<file path="src/rtl/obfifo_pkg.sv">
`timescale 1ns / 1ps

package obfifo_pkg;

   // Input item kinds.
   typedef enum logic [1:0] {
      REQ_ARRIVAL = 2'd0,
      REQ_READ    = 2'd1,
      REQ_INFO    = 2'd2
   } req_kind_type;

   // Result status codes.
   typedef enum logic [2:0] {
      RSP_DATA        = 3'd0,
      RSP_PARKED      = 3'd1,
      RSP_WOULD_BLOCK = 3'd2,
      RSP_BUSY        = 3'd3,
      RSP_INFO        = 3'd4
   } rsp_status_type;

   // Datapath operations issued by the controller.
   typedef enum logic [2:0] {
      OP_NONE,
      OP_ARRIVE,
      OP_DRAIN_START,
      OP_PARK,
      OP_RESULT,
      OP_INFO,
      OP_LOAD
   } dp_op_type;

   typedef struct packed {
      dp_op_type      op;
      rsp_status_type code;
   } cmd_type;

   typedef struct packed {
      logic pending;
      logic empty;
      logic last;
   } dp_stat_type;

   localparam int CFG_W      = 9;
   localparam int BYTE_W     = 8;
   localparam int LEN_W      = 7;
   localparam int RING_MAX   = 256;
   localparam int RING_MIN   = 2;

endpackage

</file>
<file path="src/rtl/obfifo_ifs.sv">
`timescale 1ns / 1ps

interface obfifo_req_if;
   logic       valid;
   logic       ready;
   logic [1:0] req_type;
   logic [7:0] data_byte;
   logic [6:0] read_len;
   logic       nonblock;

   modport source (output valid, req_type, data_byte, read_len, nonblock, input ready);
   modport sink   (input valid, req_type, data_byte, read_len, nonblock, output ready);
endinterface

interface obfifo_rsp_if;
   logic       valid;
   logic       ready;
   logic [2:0] status;
   logic [7:0] out_byte;
   logic       last;
   logic [7:0] used_count;
   logic       overflow_seen;

   modport source (output valid, status, out_byte, last, used_count, overflow_seen,
                   input ready);
   modport sink   (input valid, status, out_byte, last, used_count, overflow_seen,
                   output ready);
endinterface

</file>
<file path="src/rtl/obfifo_ram.sv">
`timescale 1ns / 1ps

module obfifo_ram #(
   parameter int WIDTH = 8,
   parameter int DEPTH = 256
) (
   input  logic                     clock,
   input  logic                     wr_en,
   input  logic [$clog2(DEPTH)-1:0] wr_addr,
   input  logic [WIDTH-1:0]         wr_data,
   input  logic [$clog2(DEPTH)-1:0] rd_addr,
   output logic [WIDTH-1:0]         rd_data
);

   logic [WIDTH-1:0] mem [DEPTH];
   logic [WIDTH-1:0] rd_data_ff;

   always_ff @(posedge clock) begin
      if (wr_en) begin
         mem[wr_addr] <= wr_data;
      end
      rd_data_ff <= mem[rd_addr];
   end

   assign rd_data = rd_data_ff;

endmodule

</file>
<file path="src/rtl/obfifo_ctrl.sv">
`timescale 1ns / 1ps

module obfifo_ctrl (
   input  logic                    clock,
   input  logic                    reset,
   input  logic                    req_valid,
   input  logic [1:0]              req_kind,
   input  logic                    req_nonblock,
   output logic                    req_ready,
   output logic                    rsp_valid,
   input  logic                    rsp_ready,
   output obfifo_pkg::cmd_type     cmd,
   input  obfifo_pkg::dp_stat_type stat
);

   typedef enum logic [3:0] {
      S_IDLE  = 4'b0001,
      S_FETCH = 4'b0010,
      S_LOAD  = 4'b0100,
      S_SEND  = 4'b1000
   } ctrl_state_type;

   ctrl_state_type state_ff;
   ctrl_state_type state_in;
   logic           req_fire;
   logic           rsp_fire;

   assign req_ready = (state_ff == S_IDLE);
   assign rsp_valid = (state_ff == S_SEND);
   assign req_fire  = req_valid && req_ready;
   assign rsp_fire  = rsp_valid && rsp_ready;

   always_comb begin
      state_in  = state_ff;
      cmd.op    = obfifo_pkg::OP_NONE;
      cmd.code  = obfifo_pkg::RSP_DATA;
      unique case (state_ff)
         S_IDLE: begin
            if (req_fire) begin
               priority if (req_kind == obfifo_pkg::REQ_ARRIVAL) begin
                  cmd.op = obfifo_pkg::OP_ARRIVE;
                  // A parked read is answered right after the byte lands.
                  if (stat.pending) begin
                     state_in = S_FETCH;
                  end
               end else if (req_kind == obfifo_pkg::REQ_READ) begin
                  if (stat.pending) begin
                     cmd.op   = obfifo_pkg::OP_RESULT;
                     cmd.code = obfifo_pkg::RSP_BUSY;
                     state_in = S_SEND;
                  end else if (stat.empty) begin
                     if (req_nonblock) begin
                        cmd.op   = obfifo_pkg::OP_RESULT;
                        cmd.code = obfifo_pkg::RSP_WOULD_BLOCK;
                     end else begin
                        cmd.op   = obfifo_pkg::OP_PARK;
                        cmd.code = obfifo_pkg::RSP_PARKED;
                     end
                     state_in = S_SEND;
                  end else begin
                     cmd.op   = obfifo_pkg::OP_DRAIN_START;
                     state_in = S_FETCH;
                  end
               end else if (req_kind == obfifo_pkg::REQ_INFO) begin
                  cmd.op   = obfifo_pkg::OP_INFO;
                  cmd.code = obfifo_pkg::RSP_INFO;
                  state_in = S_SEND;
               end else begin
                  state_in = S_IDLE;
               end
            end
         end
         S_FETCH: begin
            state_in = S_LOAD;
         end
         S_LOAD: begin
            cmd.op   = obfifo_pkg::OP_LOAD;
            state_in = S_SEND;
         end
         S_SEND: begin
            if (rsp_fire) begin
               state_in = stat.last ? S_IDLE : S_LOAD;
            end
         end
         default: begin
            state_in = S_IDLE;
         end
      endcase
   end

   always_ff @(posedge clock) begin
      if (reset) begin
         state_ff <= S_IDLE;
      end else begin
         state_ff <= state_in;
      end
   end

   a_arrival_wakes_parked_read: assert property (@(posedge clock) disable iff (reset)
      (req_fire && req_kind == obfifo_pkg::REQ_ARRIVAL && stat.pending)
         |=> (state_ff == S_FETCH))
      else $error("arrival with a parked read did not start a drain");

   a_load_then_send: assert property (@(posedge clock) disable iff (reset)
      (state_ff == S_LOAD) |=> (state_ff == S_SEND))
      else $error("loaded byte was not offered");

   a_result_held: assert property (@(posedge clock) disable iff (reset)
      (rsp_valid && !rsp_ready) |=> rsp_valid)
      else $error("offered result withdrawn before it was taken");

endmodule

</file>
<file path="src/rtl/obfifo_dp.sv">
`timescale 1ns / 1ps

module obfifo_dp #(
   parameter int DEPTH    = 256,
   parameter int MAX_READ = 64
) (
   input  logic                                 clock,
   input  logic                                 reset,
   input  obfifo_pkg::cmd_type                  cmd,
   output obfifo_pkg::dp_stat_type              stat,
   input  logic [obfifo_pkg::BYTE_W-1:0]        data_byte,
   input  logic [obfifo_pkg::LEN_W-1:0]         read_len,
   input  logic                                 csr_we,
   input  logic [obfifo_pkg::CFG_W-1:0]         csr_wdata,
   output logic [2:0]                           status,
   output logic [obfifo_pkg::BYTE_W-1:0]        out_byte,
   output logic                                 last,
   output logic [obfifo_pkg::BYTE_W-1:0]        used_count,
   output logic                                 overflow_seen
);

   localparam int TOP_INT = (DEPTH < obfifo_pkg::RING_MAX) ? DEPTH : obfifo_pkg::RING_MAX;
   localparam int IDX_W   = $clog2(TOP_INT);
   localparam logic [obfifo_pkg::CFG_W-1:0] TOP = obfifo_pkg::CFG_W'(TOP_INT);
   localparam logic [obfifo_pkg::CFG_W-1:0] LOW = obfifo_pkg::CFG_W'(obfifo_pkg::RING_MIN);
   localparam logic [obfifo_pkg::LEN_W-1:0] LEN_TOP = obfifo_pkg::LEN_W'(MAX_READ);

   logic [obfifo_pkg::CFG_W-1:0]  fifo_size_ff, fifo_size_in;
   logic [IDX_W-1:0]              head_ff, head_in;
   logic [IDX_W-1:0]              tail_ff, tail_in;
   logic                          ovf_ff, ovf_in;
   logic                          pend_ff, pend_in;
   logic [obfifo_pkg::LEN_W-1:0]  pend_len_ff, pend_len_in;
   logic [obfifo_pkg::LEN_W-1:0]  rem_ff, rem_in;

   logic [2:0]                    status_ff, status_in;
   logic [obfifo_pkg::BYTE_W-1:0] byte_ff, byte_in;
   logic                          last_ff, last_in;
   logic [obfifo_pkg::BYTE_W-1:0] used_ff, used_in;
   logic                          ovfs_ff, ovfs_in;

   logic [obfifo_pkg::CFG_W-1:0]  ring_len;
   logic [obfifo_pkg::LEN_W-1:0]  len_clamped;
   logic [IDX_W-1:0]              head_next;
   logic [IDX_W-1:0]              tail_next;
   logic [obfifo_pkg::CFG_W-1:0]  used_full;
   logic [obfifo_pkg::BYTE_W-1:0] ram_rd_data;
   logic                          ram_we;

   function automatic logic [IDX_W-1:0] wrap_inc(input logic [IDX_W-1:0] idx,
                                                 input logic [obfifo_pkg::CFG_W-1:0] size);
      logic [obfifo_pkg::CFG_W-1:0] inc;
      inc = obfifo_pkg::CFG_W'(idx) + obfifo_pkg::CFG_W'(1);
      return (inc >= size) ? '0 : inc[IDX_W-1:0];
   endfunction

   always_comb begin
      if (fifo_size_ff < LOW) begin
         ring_len = LOW;
      end else if (fifo_size_ff > TOP) begin
         ring_len = TOP;
      end else begin
         ring_len = fifo_size_ff;
      end
   end

   always_comb begin
      if (read_len == '0) begin
         len_clamped = obfifo_pkg::LEN_W'(1);
      end else if (read_len > LEN_TOP) begin
         len_clamped = LEN_TOP;
      end else begin
         len_clamped = read_len;
      end
   end

   assign head_next = wrap_inc(head_ff, ring_len);
   assign tail_next = wrap_inc(tail_ff, ring_len);

   always_comb begin
      if (head_ff >= tail_ff) begin
         used_full = obfifo_pkg::CFG_W'(head_ff) - obfifo_pkg::CFG_W'(tail_ff);
      end else begin
         used_full = ring_len - obfifo_pkg::CFG_W'(tail_ff) + obfifo_pkg::CFG_W'(head_ff);
      end
   end

   assign ram_we = (cmd.op == obfifo_pkg::OP_ARRIVE);

   // The read port always follows tail through a register, so the byte at tail is ready in the next cycle.
   obfifo_ram #(
      .WIDTH (obfifo_pkg::BYTE_W),
      .DEPTH (TOP_INT)
   ) u_ram (
      .clock   (clock),
      .wr_en   (ram_we),
      .wr_addr (head_ff),
      .wr_data (data_byte),
      .rd_addr (tail_ff),
      .rd_data (ram_rd_data)
   );

   always_comb begin
      fifo_size_in = fifo_size_ff;
      head_in      = head_ff;
      tail_in      = tail_ff;
      ovf_in       = ovf_ff;
      pend_in      = pend_ff;
      pend_len_in  = pend_len_ff;
      rem_in       = rem_ff;
      status_in    = status_ff;
      byte_in      = byte_ff;
      last_in      = last_ff;
      used_in      = used_ff;
      ovfs_in      = ovfs_ff;
      if (csr_we) begin
         // A new ring length empties the ring.
         fifo_size_in = csr_wdata;
         head_in      = '0;
         tail_in      = '0;
      end else begin
         unique case (cmd.op)
            obfifo_pkg::OP_ARRIVE: begin
               head_in = head_next;
               if (head_next == tail_ff) begin
                  tail_in = tail_next;
                  ovf_in  = 1'b1;
               end
               if (pend_ff) begin
                  rem_in      = pend_len_ff;
                  pend_in     = 1'b0;
                  pend_len_in = '0;
               end
            end
            obfifo_pkg::OP_DRAIN_START: begin
               rem_in = len_clamped;
            end
            obfifo_pkg::OP_PARK, obfifo_pkg::OP_RESULT, obfifo_pkg::OP_INFO: begin
               status_in = cmd.code;
               byte_in   = '0;
               last_in   = 1'b1;
               used_in   = '0;
               ovfs_in   = 1'b0;
               if (cmd.op == obfifo_pkg::OP_PARK) begin
                  pend_in     = 1'b1;
                  pend_len_in = len_clamped;
               end
               if (cmd.op == obfifo_pkg::OP_INFO) begin
                  used_in = used_full[obfifo_pkg::BYTE_W-1:0];
                  ovfs_in = ovf_ff;
                  ovf_in  = 1'b0;
               end
            end
            obfifo_pkg::OP_LOAD: begin
               status_in = obfifo_pkg::RSP_DATA;
               byte_in   = ram_rd_data;
               last_in   = (rem_ff == obfifo_pkg::LEN_W'(1)) || (tail_next == head_ff);
               used_in   = '0;
               ovfs_in   = 1'b0;
               tail_in   = tail_next;
               rem_in    = rem_ff - obfifo_pkg::LEN_W'(1);
            end
            obfifo_pkg::OP_NONE: begin
            end
            default: begin
            end
         endcase
      end
   end

   always_ff @(posedge clock) begin
      if (reset) begin
         fifo_size_ff <= obfifo_pkg::CFG_W'(obfifo_pkg::RING_MAX);
         head_ff      <= '0;
         tail_ff      <= '0;
         ovf_ff       <= 1'b0;
         pend_ff      <= 1'b0;
         pend_len_ff  <= '0;
         rem_ff       <= '0;
      end else begin
         fifo_size_ff <= fifo_size_in;
         head_ff      <= head_in;
         tail_ff      <= tail_in;
         ovf_ff       <= ovf_in;
         pend_ff      <= pend_in;
         pend_len_ff  <= pend_len_in;
         rem_ff       <= rem_in;
      end
   end

   always_ff @(posedge clock) begin
      status_ff <= status_in;
      byte_ff   <= byte_in;
      last_ff   <= last_in;
      used_ff   <= used_in;
      ovfs_ff   <= ovfs_in;
   end

   assign stat.pending  = pend_ff;
   assign stat.empty    = (head_ff == tail_ff);
   assign stat.last     = last_ff;
   assign status        = status_ff;
   assign out_byte      = byte_ff;
   assign last          = last_ff;
   assign used_count    = used_ff;
   assign overflow_seen = ovfs_ff;

   a_arrival_leaves_data: assert property (@(posedge clock) disable iff (reset)
      (cmd.op == obfifo_pkg::OP_ARRIVE && !csr_we) |=> (head_ff != tail_ff))
      else $error("ring reads empty right after a byte arrived");

   a_load_not_empty: assert property (@(posedge clock) disable iff (reset)
      (cmd.op == obfifo_pkg::OP_LOAD) |-> (head_ff != tail_ff))
      else $error("byte taken from an empty ring");

   a_index_in_ring: assert property (@(posedge clock) disable iff (reset)
      (obfifo_pkg::CFG_W'(head_ff) < ring_len) && (obfifo_pkg::CFG_W'(tail_ff) < ring_len))
      else $error("ring index beyond ring length");

   a_drain_clears_park: assert property (@(posedge clock) disable iff (reset)
      (cmd.op == obfifo_pkg::OP_ARRIVE && !csr_we && pend_ff) |=> !pend_ff)
      else $error("parked read survived its answering byte");

endmodule

</file>
<file path="src/rtl/overwrite_byte_fifo_with_blocking_read.sv">
`timescale 1ns / 1ps
// Channel   Direction  Handshake     Payload
// req_ch    in         valid/ready   req_type, data_byte, read_len, nonblock
// rsp_ch    out        valid/ready   status, out_byte, last, used_count, overflow_seen
// csr       in         csr_we        csr_wdata (ring length, 9 bits)
//
// One item is in work at a time; req_ch.ready is high only when nothing is in work.
// An arrival is taken in idle and starts the drain of a parked read, if any; info
// and single-status reads wait in send until taken. A data read passes fetch, load and
// send to its first byte, then load and send per byte; the read port is registered.
// Reset is synchronous; the byte store has no clearing pass and needs none.
// A stalled rsp_ch holds the result register and the controller in place.

module overwrite_byte_fifo_with_blocking_read #(
   parameter int DEPTH    = 256,
   parameter int MAX_READ = 64
) (
   input  logic                          clock,
   input  logic                          reset,
   obfifo_req_if.sink                    req_ch,
   obfifo_rsp_if.source                  rsp_ch,
   input  logic                          csr_we,
   input  logic [obfifo_pkg::CFG_W-1:0]  csr_wdata
);

   obfifo_pkg::cmd_type     cmd;
   obfifo_pkg::dp_stat_type stat;

   obfifo_ctrl u_ctrl (
      .clock        (clock),
      .reset        (reset),
      .req_valid    (req_ch.valid),
      .req_kind     (req_ch.req_type),
      .req_nonblock (req_ch.nonblock),
      .req_ready    (req_ch.ready),
      .rsp_valid    (rsp_ch.valid),
      .rsp_ready    (rsp_ch.ready),
      .cmd          (cmd),
      .stat         (stat)
   );

   obfifo_dp #(
      .DEPTH    (DEPTH),
      .MAX_READ (MAX_READ)
   ) u_dp (
      .clock         (clock),
      .reset         (reset),
      .cmd           (cmd),
      .stat          (stat),
      .data_byte     (req_ch.data_byte),
      .read_len      (req_ch.read_len),
      .csr_we        (csr_we),
      .csr_wdata     (csr_wdata),
      .status        (rsp_ch.status),
      .out_byte      (rsp_ch.out_byte),
      .last          (rsp_ch.last),
      .used_count    (rsp_ch.used_count),
      .overflow_seen (rsp_ch.overflow_seen)
   );

endmodule
</file>
<file path="src/flat_wrapper.sv">
// flat-port wrapper written by rule: the top's interface ports become plain ports
module overwrite_byte_fifo_with_blocking_read_flat 
#(
   parameter int DEPTH    = 256,
   parameter int MAX_READ = 64
)
  (clock, reset, csr_we, csr_wdata, req_ch_valid, req_ch_req_type, req_ch_data_byte, req_ch_read_len, req_ch_nonblock, req_ch_ready, rsp_ch_valid, rsp_ch_status, rsp_ch_out_byte, rsp_ch_last, rsp_ch_used_count, rsp_ch_overflow_seen, rsp_ch_ready);
  obfifo_req_if req_ch_i ();
  obfifo_rsp_if rsp_ch_i ();
  input  logic clock;
  input  logic reset;
  input  logic csr_we;
  input  logic [obfifo_pkg::CFG_W-1:0] csr_wdata;
  input wire logic [$bits(req_ch_i.valid)-1:0] req_ch_valid;
  input wire logic [$bits(req_ch_i.req_type)-1:0] req_ch_req_type;
  input wire logic [$bits(req_ch_i.data_byte)-1:0] req_ch_data_byte;
  input wire logic [$bits(req_ch_i.read_len)-1:0] req_ch_read_len;
  input wire logic [$bits(req_ch_i.nonblock)-1:0] req_ch_nonblock;
  output wire logic [$bits(req_ch_i.ready)-1:0] req_ch_ready;
  output wire logic [$bits(rsp_ch_i.valid)-1:0] rsp_ch_valid;
  output wire logic [$bits(rsp_ch_i.status)-1:0] rsp_ch_status;
  output wire logic [$bits(rsp_ch_i.out_byte)-1:0] rsp_ch_out_byte;
  output wire logic [$bits(rsp_ch_i.last)-1:0] rsp_ch_last;
  output wire logic [$bits(rsp_ch_i.used_count)-1:0] rsp_ch_used_count;
  output wire logic [$bits(rsp_ch_i.overflow_seen)-1:0] rsp_ch_overflow_seen;
  input wire logic [$bits(rsp_ch_i.ready)-1:0] rsp_ch_ready;
  assign req_ch_i.valid = req_ch_valid;
  assign req_ch_i.req_type = req_ch_req_type;
  assign req_ch_i.data_byte = req_ch_data_byte;
  assign req_ch_i.read_len = req_ch_read_len;
  assign req_ch_i.nonblock = req_ch_nonblock;
  assign req_ch_ready = req_ch_i.ready;
  assign rsp_ch_valid = rsp_ch_i.valid;
  assign rsp_ch_status = rsp_ch_i.status;
  assign rsp_ch_out_byte = rsp_ch_i.out_byte;
  assign rsp_ch_last = rsp_ch_i.last;
  assign rsp_ch_used_count = rsp_ch_i.used_count;
  assign rsp_ch_overflow_seen = rsp_ch_i.overflow_seen;
  assign rsp_ch_i.ready = rsp_ch_ready;
  overwrite_byte_fifo_with_blocking_read #(.DEPTH(DEPTH), .MAX_READ(MAX_READ)) u_core (.clock(clock), .reset(reset), .req_ch(req_ch_i), .rsp_ch(rsp_ch_i), .csr_we(csr_we), .csr_wdata(csr_wdata));
endmodule
</file>
<file path="config.mk">
export PLATFORM = sky130hd
export DESIGN_NAME = overwrite_byte_fifo_with_blocking_read_flat
export DESIGN_NICKNAME = d
export VERILOG_FILES = /design/src/rtl/obfifo_pkg.sv /design/src/rtl/obfifo_ifs.sv /design/src/rtl/obfifo_ram.sv /design/src/rtl/obfifo_ctrl.sv /design/src/rtl/obfifo_dp.sv /design/src/rtl/overwrite_byte_fifo_with_blocking_read.sv /design/src/flat_wrapper.sv
export SDC_FILE = /design/constraint.sdc
export NUM_CORES = 2
export LEC_CHECK = 0
export BUFFER_PORTS_ARGS = -buffer_cell sky130_fd_sc_hd__buf_2
export CAP_MARGIN = 25
export CORE_AREA = 5 5 586 588
export DETAILED_ROUTE_END_ITERATION = 7
export DIE_AREA = 0 0 591 593
export GPL_ROUTABILITY_DRIVEN = 0
export PLACE_DENSITY = 0.49
export SYNTH_ARGS = -nofsm -noshare
export SYNTH_HDL_FRONTEND = slang
export SYNTH_SLANG_ARGS = --single-unit
</file>
<file path="constraint.sdc">
create_clock -name clock -period 12.4 [get_ports clock]
set_clock_uncertainty 0.2 [all_clocks]
set_input_delay 1.24 -clock clock [delete_from_list [all_inputs] [get_ports clock]]
set_output_delay 1.24 -clock clock [all_outputs]
set_load 0.005 [all_outputs]
</file>
==> run summary <==
The flow ran to the end, and the final reports show no timing, DRC or antenna violations. In this run the number of H-tree levels came out at 4. The placed instances occupy a cell area of 0.0903 mm2. In this run, placement finished with an instance count of 8391.

The first global-routing pass estimated 319000 um of wire. Counting flops with a built-in enable in the synthesized netlist gives 2069. The ratio of final minimum period to clock period was 45.6%. In this run, post-CTS hold repair placed 0 buffers. The number of antenna violations at the first check in global routing was 9; the number of routed nets with antenna violations was 0. The worst supply voltage drop on vdd came out at 0.124 mV. Yosys attributes the largest share of cell area to edfxtp_1, mux4_2, nor2_1.

The post-DP HPWL was 135000 um. Area inside the core boundary: 0.338 mm2. STA puts the critical path data required time at 12.89 ns. Among all flip-flop cells after synthesis, the most frequent one is edfxtp_1. With fillers left out, the area of the finished cells amounts to 0.0974 mm2. Of the cells placed in the final design, the portion with a size suffix greater than 1 is 27.7%. Measured on the finished design, the core utilization comes to 28.8%. The share of synthesized area in the top cell type comes to 74.0%. The tools report the TritonCTS buffer count as 219. Counting instances in the post-synthesis netlist gives the leading cell types as edfxtp_1, mux4_2, nor2_1. Traced cell by cell, the critical path runs through buf_12 -> buf_4 -> mux4_2 -> mux4_2 -> a22o_1 -> a221oi_1 -> o221ai_1.

For this run, the number of Yosys warnings is 0. Across all hold checks on the routed design, the worst slack comes to 0.297 ns. The post-synthesis to final-layout area growth is 16.0%.

55 I/O pins were placed. The synthesized netlist net count was 3976; the leftover overflow at the end of global routing was 0. Adding up every negative setup slack in the final design gives 0 ns. Mapped cell area: 0.0840 mm2. The first TritonRoute pass finished after 6 iterations. The tools report the final max-slew violation count as 0. The run gives 6.15 ns as the arrival time reported for the critical path endpoint. The total of flip-flops plus latches after synthesis is 2122, and the share of synthesized area occupied by flip-flops and latches is 75.2%. The achievable clock frequency is 177 MHz, and the first-iteration detailed-routing DRC count is 3773. The final route contains 40100 vias. The leakage power came out at 28.7 nW.

STA classifies the critical path startpoint as a flop. Along the worst path, the maximum fanout reaches 97. Timing analysis after detailed placement gives a worst setup slack of 6.59 ns. The setup path with the least slack is of type flop to flop. After detailed routing, the average wire length per cell comes to 25.5 um.

By instance count, the cell type seen most on the critical path is mux4_2. For this run, design rule violations remaining after detail routing come to 0. The area of the die came out at 0.350 mm2. The die is 593 um tall. The clock sink count was 2122; the number of hold violations in the final report was 0. The worst path meets setup with 6.74 ns of slack. Synthesis produced a netlist whose cell count is 3895. The width of the die was 591 um.

edfxtp_1 is the most common cell in the netlist. The worst setup path is captured at a flop. Clock tree root buffer cell: clkbuf_16. The finished layout holds 8826 standard cells, fillers aside. Site row count: 214. Setup violations remaining at the end of the flow were counted as 0. Worst stage delay on the critical path: 1.03 ns. The path class of the tightest hold or removal check is flop to flop. After synthesis, the share of flip-flops with an asynchronous set or reset is 0%. The logs give 12.1% for the max-slew headroom at the worst pin and 3 for the number of buffers between clock root and the deepest sink. Entering global routing, the biggest net connects 135 pins. The tools report the clock latency of the later-clocked register in the worst-skew pair as 0.87 ns. The cell accounting for the most synthesized area is edfxtp_1. Setup repair after global routing left no endpoint under its margin.

At the pin with the least slew margin, the transition time is 1.32 ns. The run gives 41300 as the number of global-route vias before repair. The design draws 14.5 mW.

After clock tree synthesis, the clock-pin slew on the worst setup and hold paths is 0.06 ns. After detailed routing, the number of vias per cell comes to 4.55. TritonCTS built the clock tree. The highest-delay cell along the critical path was a221oi_1. The power per cell area came out at 149 mW/mm2. The shortest clock period the worst path allows after layout is 5.66 ns, and the final routed wirelength across all metal layers is 225000 um.

The logs give 0 for the number of buffers added for setup after CTS and 0 for the max-capacitance violation count. Once the clock tree was built, the resizer swapped 0 gates to a different size. Once the floorplan was initialized, standard cells occupied 24.9% of the core. The post-synthesis cell type count was 74; the count of buffers inserted at the top-level ports was 54. Mean cell area of the mapped netlist: 21.6 um2. Global routing used 12.6% of the available tracks across all layers. The net count of the finished layout is 4170.
-- power by group --
part           switching (mW)  internal (mW)  total [mW]
combinational           0.178         0.0531       0.231
sequential            0.00815           7.87        7.88
clock                    2.83           3.56        6.39
total                    3.02           11.5        14.5
-- critical path, delay by kind of cell (launching register included) --
kind | cells | cell delay [ns]
flip-flops | 1 | 0.86
buffers and inverters | 2 | 1.38
multiplexers | 2 | 1.14
AO/OA/AOI/OAI | 3 | 1.62
-- layout make-up --
type,instances,area (um2)
Clock buffer,268,5670
Fill cell,33200,240000
Antenna cell,12,30.0
Timing Repair Buffer,199,1730
Tap cell,4536,5680
Inverter,44,173
Sequential cell,2122,63200
Multi-Input combinational cell,1503,19600
Clock inverter,142,1280
-- registers in the layout (all words and copies together) (netlist names) --
register                   count
u_core.u_dp.u_ram.mem       2048
u_core.u_dp.fifo_size_ff       9
u_core.u_dp.head_ff            8
u_core.u_dp.out_byte           8
u_core.u_dp.tail_ff            8
u_core.u_dp.u_ram.rd_data      8
u_core.u_dp.used_count         8
u_core.u_dp.pend_len_ff        7
u_core.u_dp.rem_ff             7
u_core.u_ctrl.state_ff         4
u_core.u_dp.status             3
u_core.u_dp.last               1
u_core.u_dp.overflow_seen      1
u_core.u_dp.ovf_ff             1
u_core.u_dp.pend_ff            1
-- worst paths after layout --
kind / startpoint / end / slack [ns] / cells past startpoint
worst max-delay path: u_core.u_dp.tail_ff[0]$_SDFFE_PP0P_ / u_core.u_dp.u_ram.rd_data[0]$_DFF_P_ / 6.74 / 7
worst min-delay path: u_core.u_dp.pend_len_ff[6]$_SDFFE_PP0P_ / u_core.u_dp.pend_len_ff[6]$_SDFFE_PP0P_ / 0.30 / 2
worst max register to register: u_core.u_dp.tail_ff[0]$_SDFFE_PP0P_ / u_core.u_dp.u_ram.rd_data[0]$_DFF_P_ / 6.74 / 7
worst min register to register: u_core.u_dp.pend_len_ff[6]$_SDFFE_PP0P_ / u_core.u_dp.pend_len_ff[6]$_SDFFE_PP0P_ / 0.30 / 2
-- cell families (layout without fill, tap and decap cells) --
kind of cell             after synthesis  after routing  synth area share [%]
AO/OA/AOI/OAI                        213            213                  1.87
XOR/XNOR                              35             35                 0.383
adder cells (fa/ha/maj)               49             49                 0.801
buffers and inverters                270            653                  1.50
flip-flops                          2122           2122                  75.2
multiplexers                         659            659                  17.4
other                                  0             12                     0
AND/OR/NAND/NOR                      547            547                  2.82
-- routing by layer --
metal	GRT usage (%)	part of all wire, %	vias to the layer above
met5	0	0.0058	-
met2	20.8	49	1223
met3	2.59	5.8	285
met1	16.8	43	21900
met4	3.92	2.5	2
li1	-	-	16700
-- cell usage in the layout, fill, tap and decap left out, types with 9 or more instances in the layout --
cell       count
and2_1        11
clkinv_1      61
dfxtp_1       50
edfxtp_1    2069
nor2b_1       11
a21oi_1       27
xnor2_1       25
nand2b_1      11
buf_4         96
a221oi_1      18
buf_2         46
o221ai_1       9
ha_1          41
mux4_2       640
a22oi_1       52
clkbuf_16    219
diode_2       12
a22o_1        17
bufinv_16     14
nand2_1       79
clkbuf_1      48
nand3_2       12
buf_6         39
mux2i_1       19
nor2_1       334
nand3_1       28
nor3_1        16
inv_1         40
clkinv_2      47
o21ai_0       26
a21o_1        10
No activity file was read; power rests on OpenSTA's default activity.
